===== src/mswd_pkg.sv =====
// Package for the multicore stall watchdog: payload word types, command codes,
// configuration register indexes, reset values and shared control structs.
// No dependencies.
package mswd_pkg;

  // Default build of the block.
  localparam int NUM_CPUS_DEF  = 4;
  localparam int TIME_BITS_DEF = 16;

  // Fixed field widths of the channel words and the configuration port.
  localparam int CMD_W   = 3;
  localparam int CPUIX_W = 2;
  localparam int MASK_W  = 4;
  localparam int THR_W   = 16;
  localparam int WORST_W = 16;
  localparam int CFGIX_W = 2;

  // Command codes of the input word.
  localparam logic [CMD_W-1:0] CMD_TICK = 3'd0;
  localparam logic [CMD_W-1:0] CMD_SOFT = 3'd1;
  localparam logic [CMD_W-1:0] CMD_HARD = 3'd2;
  localparam logic [CMD_W-1:0] CMD_IRQ  = 3'd3;
  localparam logic [CMD_W-1:0] CMD_STOP = 3'd4;

  // Configuration register indexes.
  localparam logic [CFGIX_W-1:0] CFG_BIND_THR  = 2'd0;
  localparam logic [CFGIX_W-1:0] CFG_STALL_THR = 2'd1;
  localparam logic [CFGIX_W-1:0] CFG_IRQ_PRES  = 2'd2;

  // Reset values of the configuration registers.
  localparam logic [THR_W-1:0] BIND_THR_RST  = 16'd24000;
  localparam logic [THR_W-1:0] STALL_THR_RST = 16'd25500;

  typedef struct packed {
    logic [CMD_W-1:0]   cmd;
    logic [CPUIX_W-1:0] cpu_index;
  } in_word_t;

  typedef struct packed {
    logic               restart_pulse;
    logic               bind_request;
    logic [CPUIX_W-1:0] bind_cpu;
    logic               stall_report;
    logic [MASK_W-1:0]  soft_stalled_mask;
    logic [MASK_W-1:0]  hard_stalled_mask;
    logic [WORST_W-1:0] worst_stall_ms;
    logic               stopped;
  } out_word_t;

  // Control of the beat time bank from the sequencer.
  typedef struct packed {
    logic clear_all;
    logic wr_soft;
    logic wr_hard;
    logic rd_hard;
  } bank_ctl_t;

endpackage


===== src/mswd_span_unit.sv =====
// Shared span unit: clamped subtraction of a beat time from a reference time
// and a compare of the span against a threshold. Depends on mswd_pkg.
module mswd_span_unit #(
  parameter int TIME_BITS = mswd_pkg::TIME_BITS_DEF
) (
  input  logic [TIME_BITS-1:0]          minuend,
  input  logic [TIME_BITS-1:0]          subtrahend,
  input  logic [mswd_pkg::THR_W-1:0]    thr,
  output logic [TIME_BITS-1:0]          span,
  output logic                          at_limit
);

  // A time later than the reference gives a span of zero.
  assign span     = (subtrahend > minuend) ? '0 : (minuend - subtrahend);
  assign at_limit = 32'(span) >= 32'(thr);

endmodule


===== src/mswd_time_bank.sv =====
// Bank of soft and hard beat times, one of each per CPU, with a single
// clear of every entry and one read port. Depends on mswd_pkg.
module mswd_time_bank #(
  parameter int NUM_CPUS  = mswd_pkg::NUM_CPUS_DEF,
  parameter int TIME_BITS = mswd_pkg::TIME_BITS_DEF,
  parameter int CPU_W     = 2
) (
  input  logic                clk,
  input  logic                rst_n,
  input  mswd_pkg::bank_ctl_t ctl,
  input  logic [CPU_W-1:0]    wr_idx,
  input  logic [TIME_BITS-1:0] wr_data,
  input  logic [CPU_W-1:0]    rd_idx,
  output logic [TIME_BITS-1:0] rd_data
);

  logic [TIME_BITS-1:0] soft_time_r [NUM_CPUS];
  logic [TIME_BITS-1:0] hard_time_r [NUM_CPUS];

  always_ff @(posedge clk) begin
    if (!rst_n || ctl.clear_all) begin
      for (int i = 0; i < NUM_CPUS; i++) begin
        soft_time_r[i] <= '0;
        hard_time_r[i] <= '0;
      end
    end else begin
      if (ctl.wr_soft) begin
        soft_time_r[wr_idx] <= wr_data;
      end
      if (ctl.wr_hard) begin
        hard_time_r[wr_idx] <= wr_data;
      end
    end
  end

  assign rd_data = ctl.rd_hard ? hard_time_r[rd_idx] : soft_time_r[rd_idx];

endmodule


===== src/multicore_stall_watchdog_unit.sv =====
// Top level of the multicore stall watchdog: command sequencer, configuration
// registers and result register. Depends on mswd_pkg, mswd_span_unit and
// mswd_time_bank.
//
// Use: each input word carries a command (millisecond tick, soft beat, hard
// beat, watchdog interrupt or stop) and the CPU that sent a beat. Every word
// gives exactly one result word on the output channel. Both channels use
// valid and stall; a word moves when valid is high and stall is low.
// Configuration (bind threshold, stall threshold, interrupt present) is to be
// written through the cfg_ port while the block is idle; the block does not enforce it.
// Ticks, soft beats, stops and unused commands go from acceptance straight to
// the done state, which loads the output register. A processed hard beat or a
// watchdog interrupt passes through the walk, bind, check and done states,
// because the one shared span unit visits every soft and hard beat time in
// turn and then checks the bind and stall thresholds. The input is stalled
// until the sequencer is idle again, so no new word is taken before then.
// The result sits in an output register: when the receiver stalls, the word
// holds there and the block still takes the next input word; that word's
// result waits in the sequencer until the register is free.
// Reset (synchronous, active low) clears the time counter, all beat times,
// the alive mask and the halted flag, leaves the interrupt without an owner
// and loads the threshold defaults of 24000 and 25500 ms with no interrupt.
module multicore_stall_watchdog_unit #(
  parameter int NUM_CPUS  = mswd_pkg::NUM_CPUS_DEF,
  parameter int TIME_BITS = mswd_pkg::TIME_BITS_DEF
) (
  input  logic                         clk,
  input  logic                         rst_n,
  // Input channel.
  input  logic                         in_valid,
  output logic                         in_stall,
  input  mswd_pkg::in_word_t           in_word,
  // Result channel.
  output logic                         out_valid,
  input  logic                         out_stall,
  output mswd_pkg::out_word_t          out_word,
  // Configuration write port.
  input  logic                         cfg_we,
  input  logic [mswd_pkg::CFGIX_W-1:0] cfg_index,
  input  logic [mswd_pkg::THR_W-1:0]   cfg_wdata
);

  localparam int CPU_W = (NUM_CPUS > 1) ? $clog2(NUM_CPUS) : 1;
  localparam int OWN_W = $clog2(NUM_CPUS + 1);
  localparam logic [CPU_W-1:0] LAST_IDX = CPU_W'(NUM_CPUS - 1);
  localparam logic [TIME_BITS-1:0] TIME_TOP = '1;

  // Sequencer states.
  localparam logic [2:0] ST_IDLE = 3'd0;
  localparam logic [2:0] ST_WALK = 3'd1;
  localparam logic [2:0] ST_BIND = 3'd2;
  localparam logic [2:0] ST_CHK  = 3'd3;
  localparam logic [2:0] ST_DONE = 3'd4;

  // Configuration registers.
  logic [mswd_pkg::THR_W-1:0] bind_thr_r;
  logic [mswd_pkg::THR_W-1:0] stall_thr_r;
  logic                       irq_pres_r;

  always_ff @(posedge clk) begin
    if (!rst_n) begin
      bind_thr_r  <= mswd_pkg::BIND_THR_RST;
      stall_thr_r <= mswd_pkg::STALL_THR_RST;
      irq_pres_r  <= 1'b0;
    end else if (cfg_we) begin
      case (cfg_index)
        mswd_pkg::CFG_BIND_THR:  bind_thr_r  <= cfg_wdata;
        mswd_pkg::CFG_STALL_THR: stall_thr_r <= cfg_wdata;
        mswd_pkg::CFG_IRQ_PRES:  irq_pres_r  <= cfg_wdata[0];
        default: ;
      endcase
    end
  end

  // Supervision state and sequencer registers.
  logic [2:0]                   state_r, state_nxt;
  logic [TIME_BITS-1:0]         now_r, now_nxt;
  logic [NUM_CPUS-1:0]          alive_r, alive_nxt;
  logic                         halted_r, halted_nxt;
  logic [OWN_W-1:0]             owner_r, owner_nxt;
  logic                         irq_cmd_r, irq_cmd_nxt;
  logic [mswd_pkg::CPUIX_W-1:0] cpu_r, cpu_nxt;
  logic [CPU_W-1:0]             cnt_r, cnt_nxt;
  logic                         sel_hard_r, sel_hard_nxt;
  logic [TIME_BITS-1:0]         max_span_r, max_span_nxt;
  logic [mswd_pkg::MASK_W-1:0]  soft_mask_r, soft_mask_nxt;
  logic [mswd_pkg::MASK_W-1:0]  hard_mask_r, hard_mask_nxt;
  mswd_pkg::out_word_t          res_r, res_nxt;
  logic                         out_valid_r, out_valid_nxt;
  mswd_pkg::out_word_t          out_word_r, out_word_nxt;

  // Datapath connections.
  mswd_pkg::bank_ctl_t        bank_ctl;
  logic [TIME_BITS-1:0]       bank_rd_data;
  logic [TIME_BITS-1:0]       unit_a;
  logic [TIME_BITS-1:0]       unit_b;
  logic [mswd_pkg::THR_W-1:0] unit_thr;
  logic [TIME_BITS-1:0]       unit_span;
  logic                       unit_at_limit;

  logic                       in_accept;
  logic                       cpu_ok;
  logic [CPU_W-1:0]           in_cpu_idx;
  logic [NUM_CPUS-1:0]        alive_set;
  logic [4:0]                 cnt_ext;
  logic [31:0]                span_wide;

  assign in_stall   = (state_r != ST_IDLE);
  assign in_accept  = in_valid && !in_stall;
  assign cpu_ok     = 5'(in_word.cpu_index) < 5'(NUM_CPUS);
  assign in_cpu_idx = CPU_W'(in_word.cpu_index);
  assign alive_set  = alive_r | (NUM_CPUS'(1) << in_cpu_idx);
  assign cnt_ext    = 5'(cnt_r);
  assign span_wide  = 32'(max_span_r);

  mswd_time_bank #(
    .NUM_CPUS  (NUM_CPUS),
    .TIME_BITS (TIME_BITS),
    .CPU_W     (CPU_W)
  ) u_bank (
    .clk     (clk),
    .rst_n   (rst_n),
    .ctl     (bank_ctl),
    .wr_idx  (in_cpu_idx),
    .wr_data (now_r),
    .rd_idx  (cnt_r),
    .rd_data (bank_rd_data)
  );

  // During the walk the unit measures each beat time against now; in the two
  // check steps it compares the largest soft span with a threshold. The
  // largest soft span is the span from the oldest soft beat.
  assign unit_a   = (state_r == ST_WALK) ? now_r : max_span_r;
  assign unit_b   = (state_r == ST_WALK) ? bank_rd_data : '0;
  assign unit_thr = (state_r == ST_BIND) ? bind_thr_r : stall_thr_r;

  mswd_span_unit #(
    .TIME_BITS (TIME_BITS)
  ) u_span (
    .minuend    (unit_a),
    .subtrahend (unit_b),
    .thr        (unit_thr),
    .span       (unit_span),
    .at_limit   (unit_at_limit)
  );

  always_comb begin
    state_nxt     = state_r;
    now_nxt       = now_r;
    alive_nxt     = alive_r;
    halted_nxt    = halted_r;
    owner_nxt     = owner_r;
    irq_cmd_nxt   = irq_cmd_r;
    cpu_nxt       = cpu_r;
    cnt_nxt       = cnt_r;
    sel_hard_nxt  = sel_hard_r;
    max_span_nxt  = max_span_r;
    soft_mask_nxt = soft_mask_r;
    hard_mask_nxt = hard_mask_r;
    res_nxt       = res_r;
    out_valid_nxt = out_valid_r && out_stall;
    out_word_nxt  = out_word_r;
    bank_ctl      = '0;
    bank_ctl.rd_hard = sel_hard_r;

    case (state_r)
      ST_IDLE: begin
        if (in_accept) begin
          res_nxt       = '0;
          cpu_nxt       = in_word.cpu_index;
          irq_cmd_nxt   = 1'b0;
          cnt_nxt       = '0;
          sel_hard_nxt  = 1'b0;
          max_span_nxt  = '0;
          soft_mask_nxt = '0;
          hard_mask_nxt = '0;
          state_nxt     = ST_DONE;
          case (in_word.cmd)
            mswd_pkg::CMD_TICK: begin
              if (now_r != TIME_TOP) begin
                now_nxt = now_r + 1'b1;
              end
            end
            mswd_pkg::CMD_SOFT: begin
              if (!halted_r && cpu_ok) begin
                if (&alive_set) begin
                  // Every CPU has checked in: kick and start a new round.
                  alive_nxt          = '0;
                  now_nxt            = '0;
                  bank_ctl.clear_all = 1'b1;
                  res_nxt.restart_pulse = 1'b1;
                end else begin
                  alive_nxt        = alive_set;
                  bank_ctl.wr_soft = 1'b1;
                end
              end
            end
            mswd_pkg::CMD_HARD: begin
              if (!halted_r && cpu_ok) begin
                bank_ctl.wr_hard = 1'b1;
                state_nxt        = ST_WALK;
              end
            end
            mswd_pkg::CMD_IRQ: begin
              irq_cmd_nxt = 1'b1;
              state_nxt   = ST_WALK;
            end
            mswd_pkg::CMD_STOP: begin
              res_nxt.restart_pulse = 1'b1;
              now_nxt    = '0;
              halted_nxt = 1'b1;
            end
            default: ;
          endcase
        end
      end

      ST_WALK: begin
        if (!sel_hard_r) begin
          if (unit_span > max_span_r) begin
            max_span_nxt = unit_span;
          end
          if (cnt_ext < 5'(mswd_pkg::MASK_W)) begin
            soft_mask_nxt[cnt_ext[1:0]] = unit_at_limit;
          end
          sel_hard_nxt = 1'b1;
        end else begin
          if (cnt_ext < 5'(mswd_pkg::MASK_W)) begin
            hard_mask_nxt[cnt_ext[1:0]] = unit_at_limit;
          end
          sel_hard_nxt = 1'b0;
          if (cnt_r == LAST_IDX) begin
            state_nxt = ST_BIND;
          end else begin
            cnt_nxt = cnt_r + 1'b1;
          end
        end
      end

      ST_BIND: begin
        // The worst span saturates at the width of the result field.
        res_nxt.worst_stall_ms = (span_wide > 32'hFFFF) ? '1 : span_wide[15:0];
        if (!irq_cmd_r && unit_at_limit && irq_pres_r &&
            owner_r != OWN_W'(cpu_r)) begin
          owner_nxt            = OWN_W'(cpu_r);
          res_nxt.bind_request = 1'b1;
          res_nxt.bind_cpu     = cpu_r;
        end
        state_nxt = ST_CHK;
      end

      ST_CHK: begin
        if (irq_cmd_r || (!irq_pres_r && unit_at_limit)) begin
          halted_nxt                = 1'b1;
          res_nxt.stall_report      = 1'b1;
          res_nxt.soft_stalled_mask = soft_mask_r;
          res_nxt.hard_stalled_mask = hard_mask_r;
        end
        state_nxt = ST_DONE;
      end

      ST_DONE: begin
        if (!out_valid_r || !out_stall) begin
          out_word_nxt         = res_r;
          out_word_nxt.stopped = halted_r;
          out_valid_nxt        = 1'b1;
          state_nxt            = ST_IDLE;
        end
      end

      default: begin
        state_nxt = ST_IDLE;
      end
    endcase
  end

  always_ff @(posedge clk) begin
    if (!rst_n) begin
      state_r     <= ST_IDLE;
      now_r       <= '0;
      alive_r     <= '0;
      halted_r    <= 1'b0;
      owner_r     <= OWN_W'(NUM_CPUS);
      out_valid_r <= 1'b0;
      cnt_r       <= '0;
      sel_hard_r  <= 1'b0;
    end else begin
      state_r     <= state_nxt;
      now_r       <= now_nxt;
      alive_r     <= alive_nxt;
      halted_r    <= halted_nxt;
      owner_r     <= owner_nxt;
      out_valid_r <= out_valid_nxt;
      cnt_r       <= cnt_nxt;
      sel_hard_r  <= sel_hard_nxt;
    end
  end

  always_ff @(posedge clk) begin
    irq_cmd_r   <= irq_cmd_nxt;
    cpu_r       <= cpu_nxt;
    max_span_r  <= max_span_nxt;
    soft_mask_r <= soft_mask_nxt;
    hard_mask_r <= hard_mask_nxt;
    res_r       <= res_nxt;
    out_word_r  <= out_word_nxt;
  end

  assign out_valid = out_valid_r;
  assign out_word  = out_word_r;

endmodule

===== config.mk =====
export PLATFORM = sky130hd
export DESIGN_NAME = multicore_stall_watchdog_unit
export DESIGN_NICKNAME = d
export VERILOG_FILES = /design/src/mswd_pkg.sv /design/src/mswd_span_unit.sv /design/src/mswd_time_bank.sv /design/src/multicore_stall_watchdog_unit.sv
export SDC_FILE = /design/constraint.sdc
export NUM_CORES = 1
export LEC_CHECK = 0
export BUFFER_PORTS_ARGS = -buffer_cell sky130_fd_sc_hd__buf_4
export CORE_MARGIN = 2
export CORE_UTILIZATION = 56
export DETAILED_ROUTE_END_ITERATION = 10
export PLACE_DENSITY = 0.74
export SLEW_MARGIN = 10
export SYNTH_ARGS = -nofsm -noshare
export SYNTH_HDL_FRONTEND = slang
export SYNTH_SLANG_ARGS = --single-unit
export TNS_END_PERCENT = 100

===== constraint.sdc =====
create_clock -name clk -period 5.2 [get_ports clk]
set_input_delay 0.78 -clock clk [delete_from_list [all_inputs] [get_ports clk]]
set_output_delay 0.78 -clock clk [all_outputs]
set_load 0.05 [all_outputs]

==> metrics.csv <==
stage,metric,value,unit
run_status,status,"finished, final reports clean",
drt,drt via density,5.93,
setup_path,crit path DAT,5.26,ns
clocking,CTS Hold Bufs,0,
yosys,Syn Std Cell Area,13800,sq um
clocking,CTS tree,done,
placement,port bufs,59,
drt,post-route antenna net violation count,0,
yosys,number of synthesis warnings,0,
finish,fraction of layout cells with a size suffix above 1,20.1,%
power_and_ir_drop,total power,7.08,mW
sta,fin. max-slew vios,0,
finish,Fillers,1842,
clocking,CTS Buf Count,29,
run,max_cap viols,0,
drt,DR WL/cell,20.6,um
setup_path,CP endpoint kind,register,
worst_hold_path,HP Class,reg -> reg,
floorplanning,I/O pin count,60,
sta,final setup fails,0,
finish,nets@finish,1336,
yosys,"Primary FF master, synth",edfxtp_1,
sta,Relative slew margins,32.0,%
power_and_ir_drop,Max VDD drop,0.291,mV
global_routing,initial antenna violation count,0,
finish,final instance area,15900,sq um
sta,final hold violation count,0,
drt,DRC,0,
clocking,Max H-tree Level,1,
power_and_ir_drop,Leak Pwr,6.32,nW
yosys,Synth cell types,70,
yosys,"area leader, netlist",edfxtp_1,
worst_hold_path,worst hold path cell count,0,
floorplanning,Die X,161,um
yosys,sequential-to-total area share from yosys stat,56.3,%
global_routing,pin count of the biggest net entering global routing,61,
yosys,"EDFF count, synth",214,
clocking,Clock Sink Count,280,
setup_path,Reg2Reg Depth,20,
setup_path,Worst R2R End,res_r[18]$_SDFFCE_PN0P_,
drt,DRT Pass-1 Iters,5,
drt,DR iter-0 viols,942,
yosys,Gate Count Post-Synth,1178,
clocking,clk slew on worst S/H paths,0.06,ns
floorplanning,die area,25900,sq um
floorplanning,core area,24200,sq um
floorplanning,die outline height,161,um
yosys,ys async rst share,0,%
placement,Final GP Congestion,0.928,
drt,routed wire length,33.0,mm
sta,maximum clock rate,200,MHz
sta,Least-Margin Pin Slew,1.02,ns
yosys,syn nets,1260,
yosys,Yosys reg bits,280,
yosys,top-area cell type share of the netlist area,46.7,%
setup_path,Critical Path Start Type,register,
finish,Ant. Diodes,0,
floorplanning,Initial Utilization,56.8,%
sta,period utilisation layout,96.1,%
sta,Clock Skew,0.0195,ns
yosys,dominant cells by area after synthesis,"edfxtp_1, dfxtp_1, mux4_2",
worst_hold_path,hold path start,res_r[11]$_SDFFCE_PN0P_,
finish,area delta synth->final,15.3,%
placement,Placed Instances,1540,
floorplanning,row cnt,57,
setup_path,flop-to-flop setup slack,0.20,ns
finish,fin cells,1601,
setup_path,Crit Path Category,reg -> reg,
clocking,Max Buffers Root-to-Sink,3,
drt,via count,9492,
placement,detailed placer's ending HPWL,22.9,mm
global_routing,first-pass GRT wire length,51.7,mm
clocking,Root Driver,clkbuf_16,
yosys,Syn Area/Cell,11.7,sq um
sta,RSZ-0062 raised after global routing,false,
global_routing,vias in the first global route,9194,
worst_hold_path,hold endpoint,out_word[11]$_DFFE_PP_,
clocking,worst-skew pair later-pin latency,0.55,ns
power_and_ir_drop,power density cells,446,nW/um^2
setup_path,Worst Path Required,5.47,ns
global_routing,GRT Residual Overflow,0,
setup_path,Crit Path Max Fanout,15,
global_routing,gr usage total,25.7,%
sta,Final min period,5.00,ns
placement,"Cell Area, Placed",14800,sq um
## worst max-delay path by stage
stage	startpoint	to	slack (ns)	depth (start not counted)
finish	register	res_r[18]$_SDFFCE_PN0P_	0.20	20
global route	register	res_r[28]$_SDFFCE_PP1P_	0.004	21
CTS	register	res_r[27]$_SDFFCE_PN0P_	0.05	21
detailed placement	register	res_r[17]$_SDFFCE_PN0P_	-0.01	19
global placement	register	res_r[21]$_SDFFCE_PN0P_	0.11	19
floorplan	state_r[2]$_SDFFE_PN0P_	res_r[26]$_SDFFCE_PN0P_	0.02	20
## layer usage
metal	GRT usage (%)	share of wire (%)	up-vias
met5	0	0	-
met3	3.10	7.0	42
met2	41.5	47	336
met4	5.11	1.6	0
li1	-	-	4445
met1	38.2	44	4669
## per-stage QoR
| stage | setup TNS, ns | hold slack (ns) | utilization, % | worst slack (ns) |
|---|---|---|---|---|
| after floorplan | 0 | 0.400 | - | 0.0203 |
| after global placement | 0 | 0.401 | 61.1 | 0.112 |
| after detailed placement | -0.105 | 0.405 | 61.1 | -0.0119 |
| after global routing | 0 | 0.431 | 65.5 | 0.00365 |
| final | 0 | 0.417 | 65.5 | 0.204 |
| after CTS | 0 | 0.419 | 65.0 | 0.0548 |
## layout by cell type (no fill, tap or decap), types with 4 or more instances in the layout
cell / count
nor2b_1: 4
nor3_1: 10
xor2_1: 15
nand2b_1: 12
o21a_1: 16
xnor2_1: 7
nand2_1: 140
buf_4: 117
inv_1: 33
a31oi_1: 7
buf_12: 6
o21ai_0: 33
nand4_1: 15
and2_1: 64
ha_1: 53
mux2_2: 17
a21boi_0: 20
clkinv_2: 11
nor2_1: 85
clkbuf_16: 29
nor4_1: 4
o311a_1: 4
and3b_1: 4
mux2i_1: 20
and3_1: 72
mux4_2: 32
a21o_1: 11
dfxtp_1: 65
edfxtp_1: 214
or2_2: 4
nand3_1: 30
a21oi_1: 35
## cell families after synthesis
| group | count (synthesis) | synth area share [%] |
|---|---|---|
| adders and majority gates | 54 | 4.96 |
| muxes | 70 | 8.15 |
| AOI/OAI and AO/OA | 166 | 7.98 |
| and+or+nand+nor | 473 | 18.0 |
| buffers and inverters | 113 | 3.30 |
| DFF | 280 | 56.3 |
| xor gates and xnor gates | 22 | 1.40 |
## where the power goes
part	switching (mW)	leakage [nW]	internal [mW]	total, mW
registers	0.0688	2.72	2.59	2.66
logic	1.38	3.12	0.979	2.36
clock network	0.859	0.471	1.20	2.06
## sequential cells by signal, indices dropped and copies added (netlist names), named ones only
signal / flops
res_r: 29
max_span_r: 16
bind_thr_r: 16
irq_pres_r: 1
u_bank.soft_time_r: 64
owner_r: 3
out_word: 30
stall_thr_r: 16
u_bank.hard_time_r: 64
cnt_r: 2
sel_hard_r: 1
hard_mask_r: 4
out_valid: 1
irq_cmd_r: 1
now_r: 16
halted_r: 1
state_r: 3
alive_r: 4
soft_mask_r: 4
cpu_r: 2
## cell type report
class                           instances  area [sq um]  share of cell area [%]
Sequential cell                       280          7750                    48.8
Clock inverter                         20           184                    1.16
Timing Repair Buffer                  123           998                    6.29
Multi-Input combinational cell        785          5650                    35.6
Clock buffer                           34           764                    4.81
Tap cell                              324           405                    2.55
Inverter                               35           133                   0.835
## critical path, stage by stage, from the launching register on
cell	delay (ns)
dfxtp_2	0.36
buf_12	0.17
mux4_2	0.51
mux2_2	0.28
nand2_1	0.07
ha_1	0.24
a21o_1	0.18
a31o_2	0.23
o211ai_1	0.30
mux2_2	0.37
o311ai_0	0.12
nor2_1	0.14
ha_1	0.33
nand4_1	0.18
a211oi_2	0.23
a2111o_1	0.17
a21oi_4	0.05
buf_12	0.14
or2_2	0.31
a21oi_4	0.18
buf_12	0.14
## Yosys cell counts, drive strengths merged (3+ instances only)
master and instances:
a211oi 5, a21boi 20, a21o 11, a21oi 39
a31o 3, a31oi 7, and2 64, and3 72
and3b 4, buf 15, clkbuf 63, dfxtp 66
edfxtp 214, ha 53, inv 34, mux2 17
mux2i 21, mux4 32, nand2 140, nand2b 13
nand3 32, nand4 15, nor2 87, nor2b 4
nor3 15, nor4 7, o211ai 3, o21a 18
o21ai 38, o311a 4, o311ai 3, or2 4
or3 3, xnor2 7, xor2 15
## what timing repair did
item | 4_1_cts | 5_1_grt
endpoints found under the setup margin | 9 | 39
hold endpoints to repair | 0 | 0
gates resized for setup | 1 | 13
buffers inserted | 0 | 7
pin swaps | 0 | 3
cloned | 0 | 0
Power figures use the tool's default switching activity.
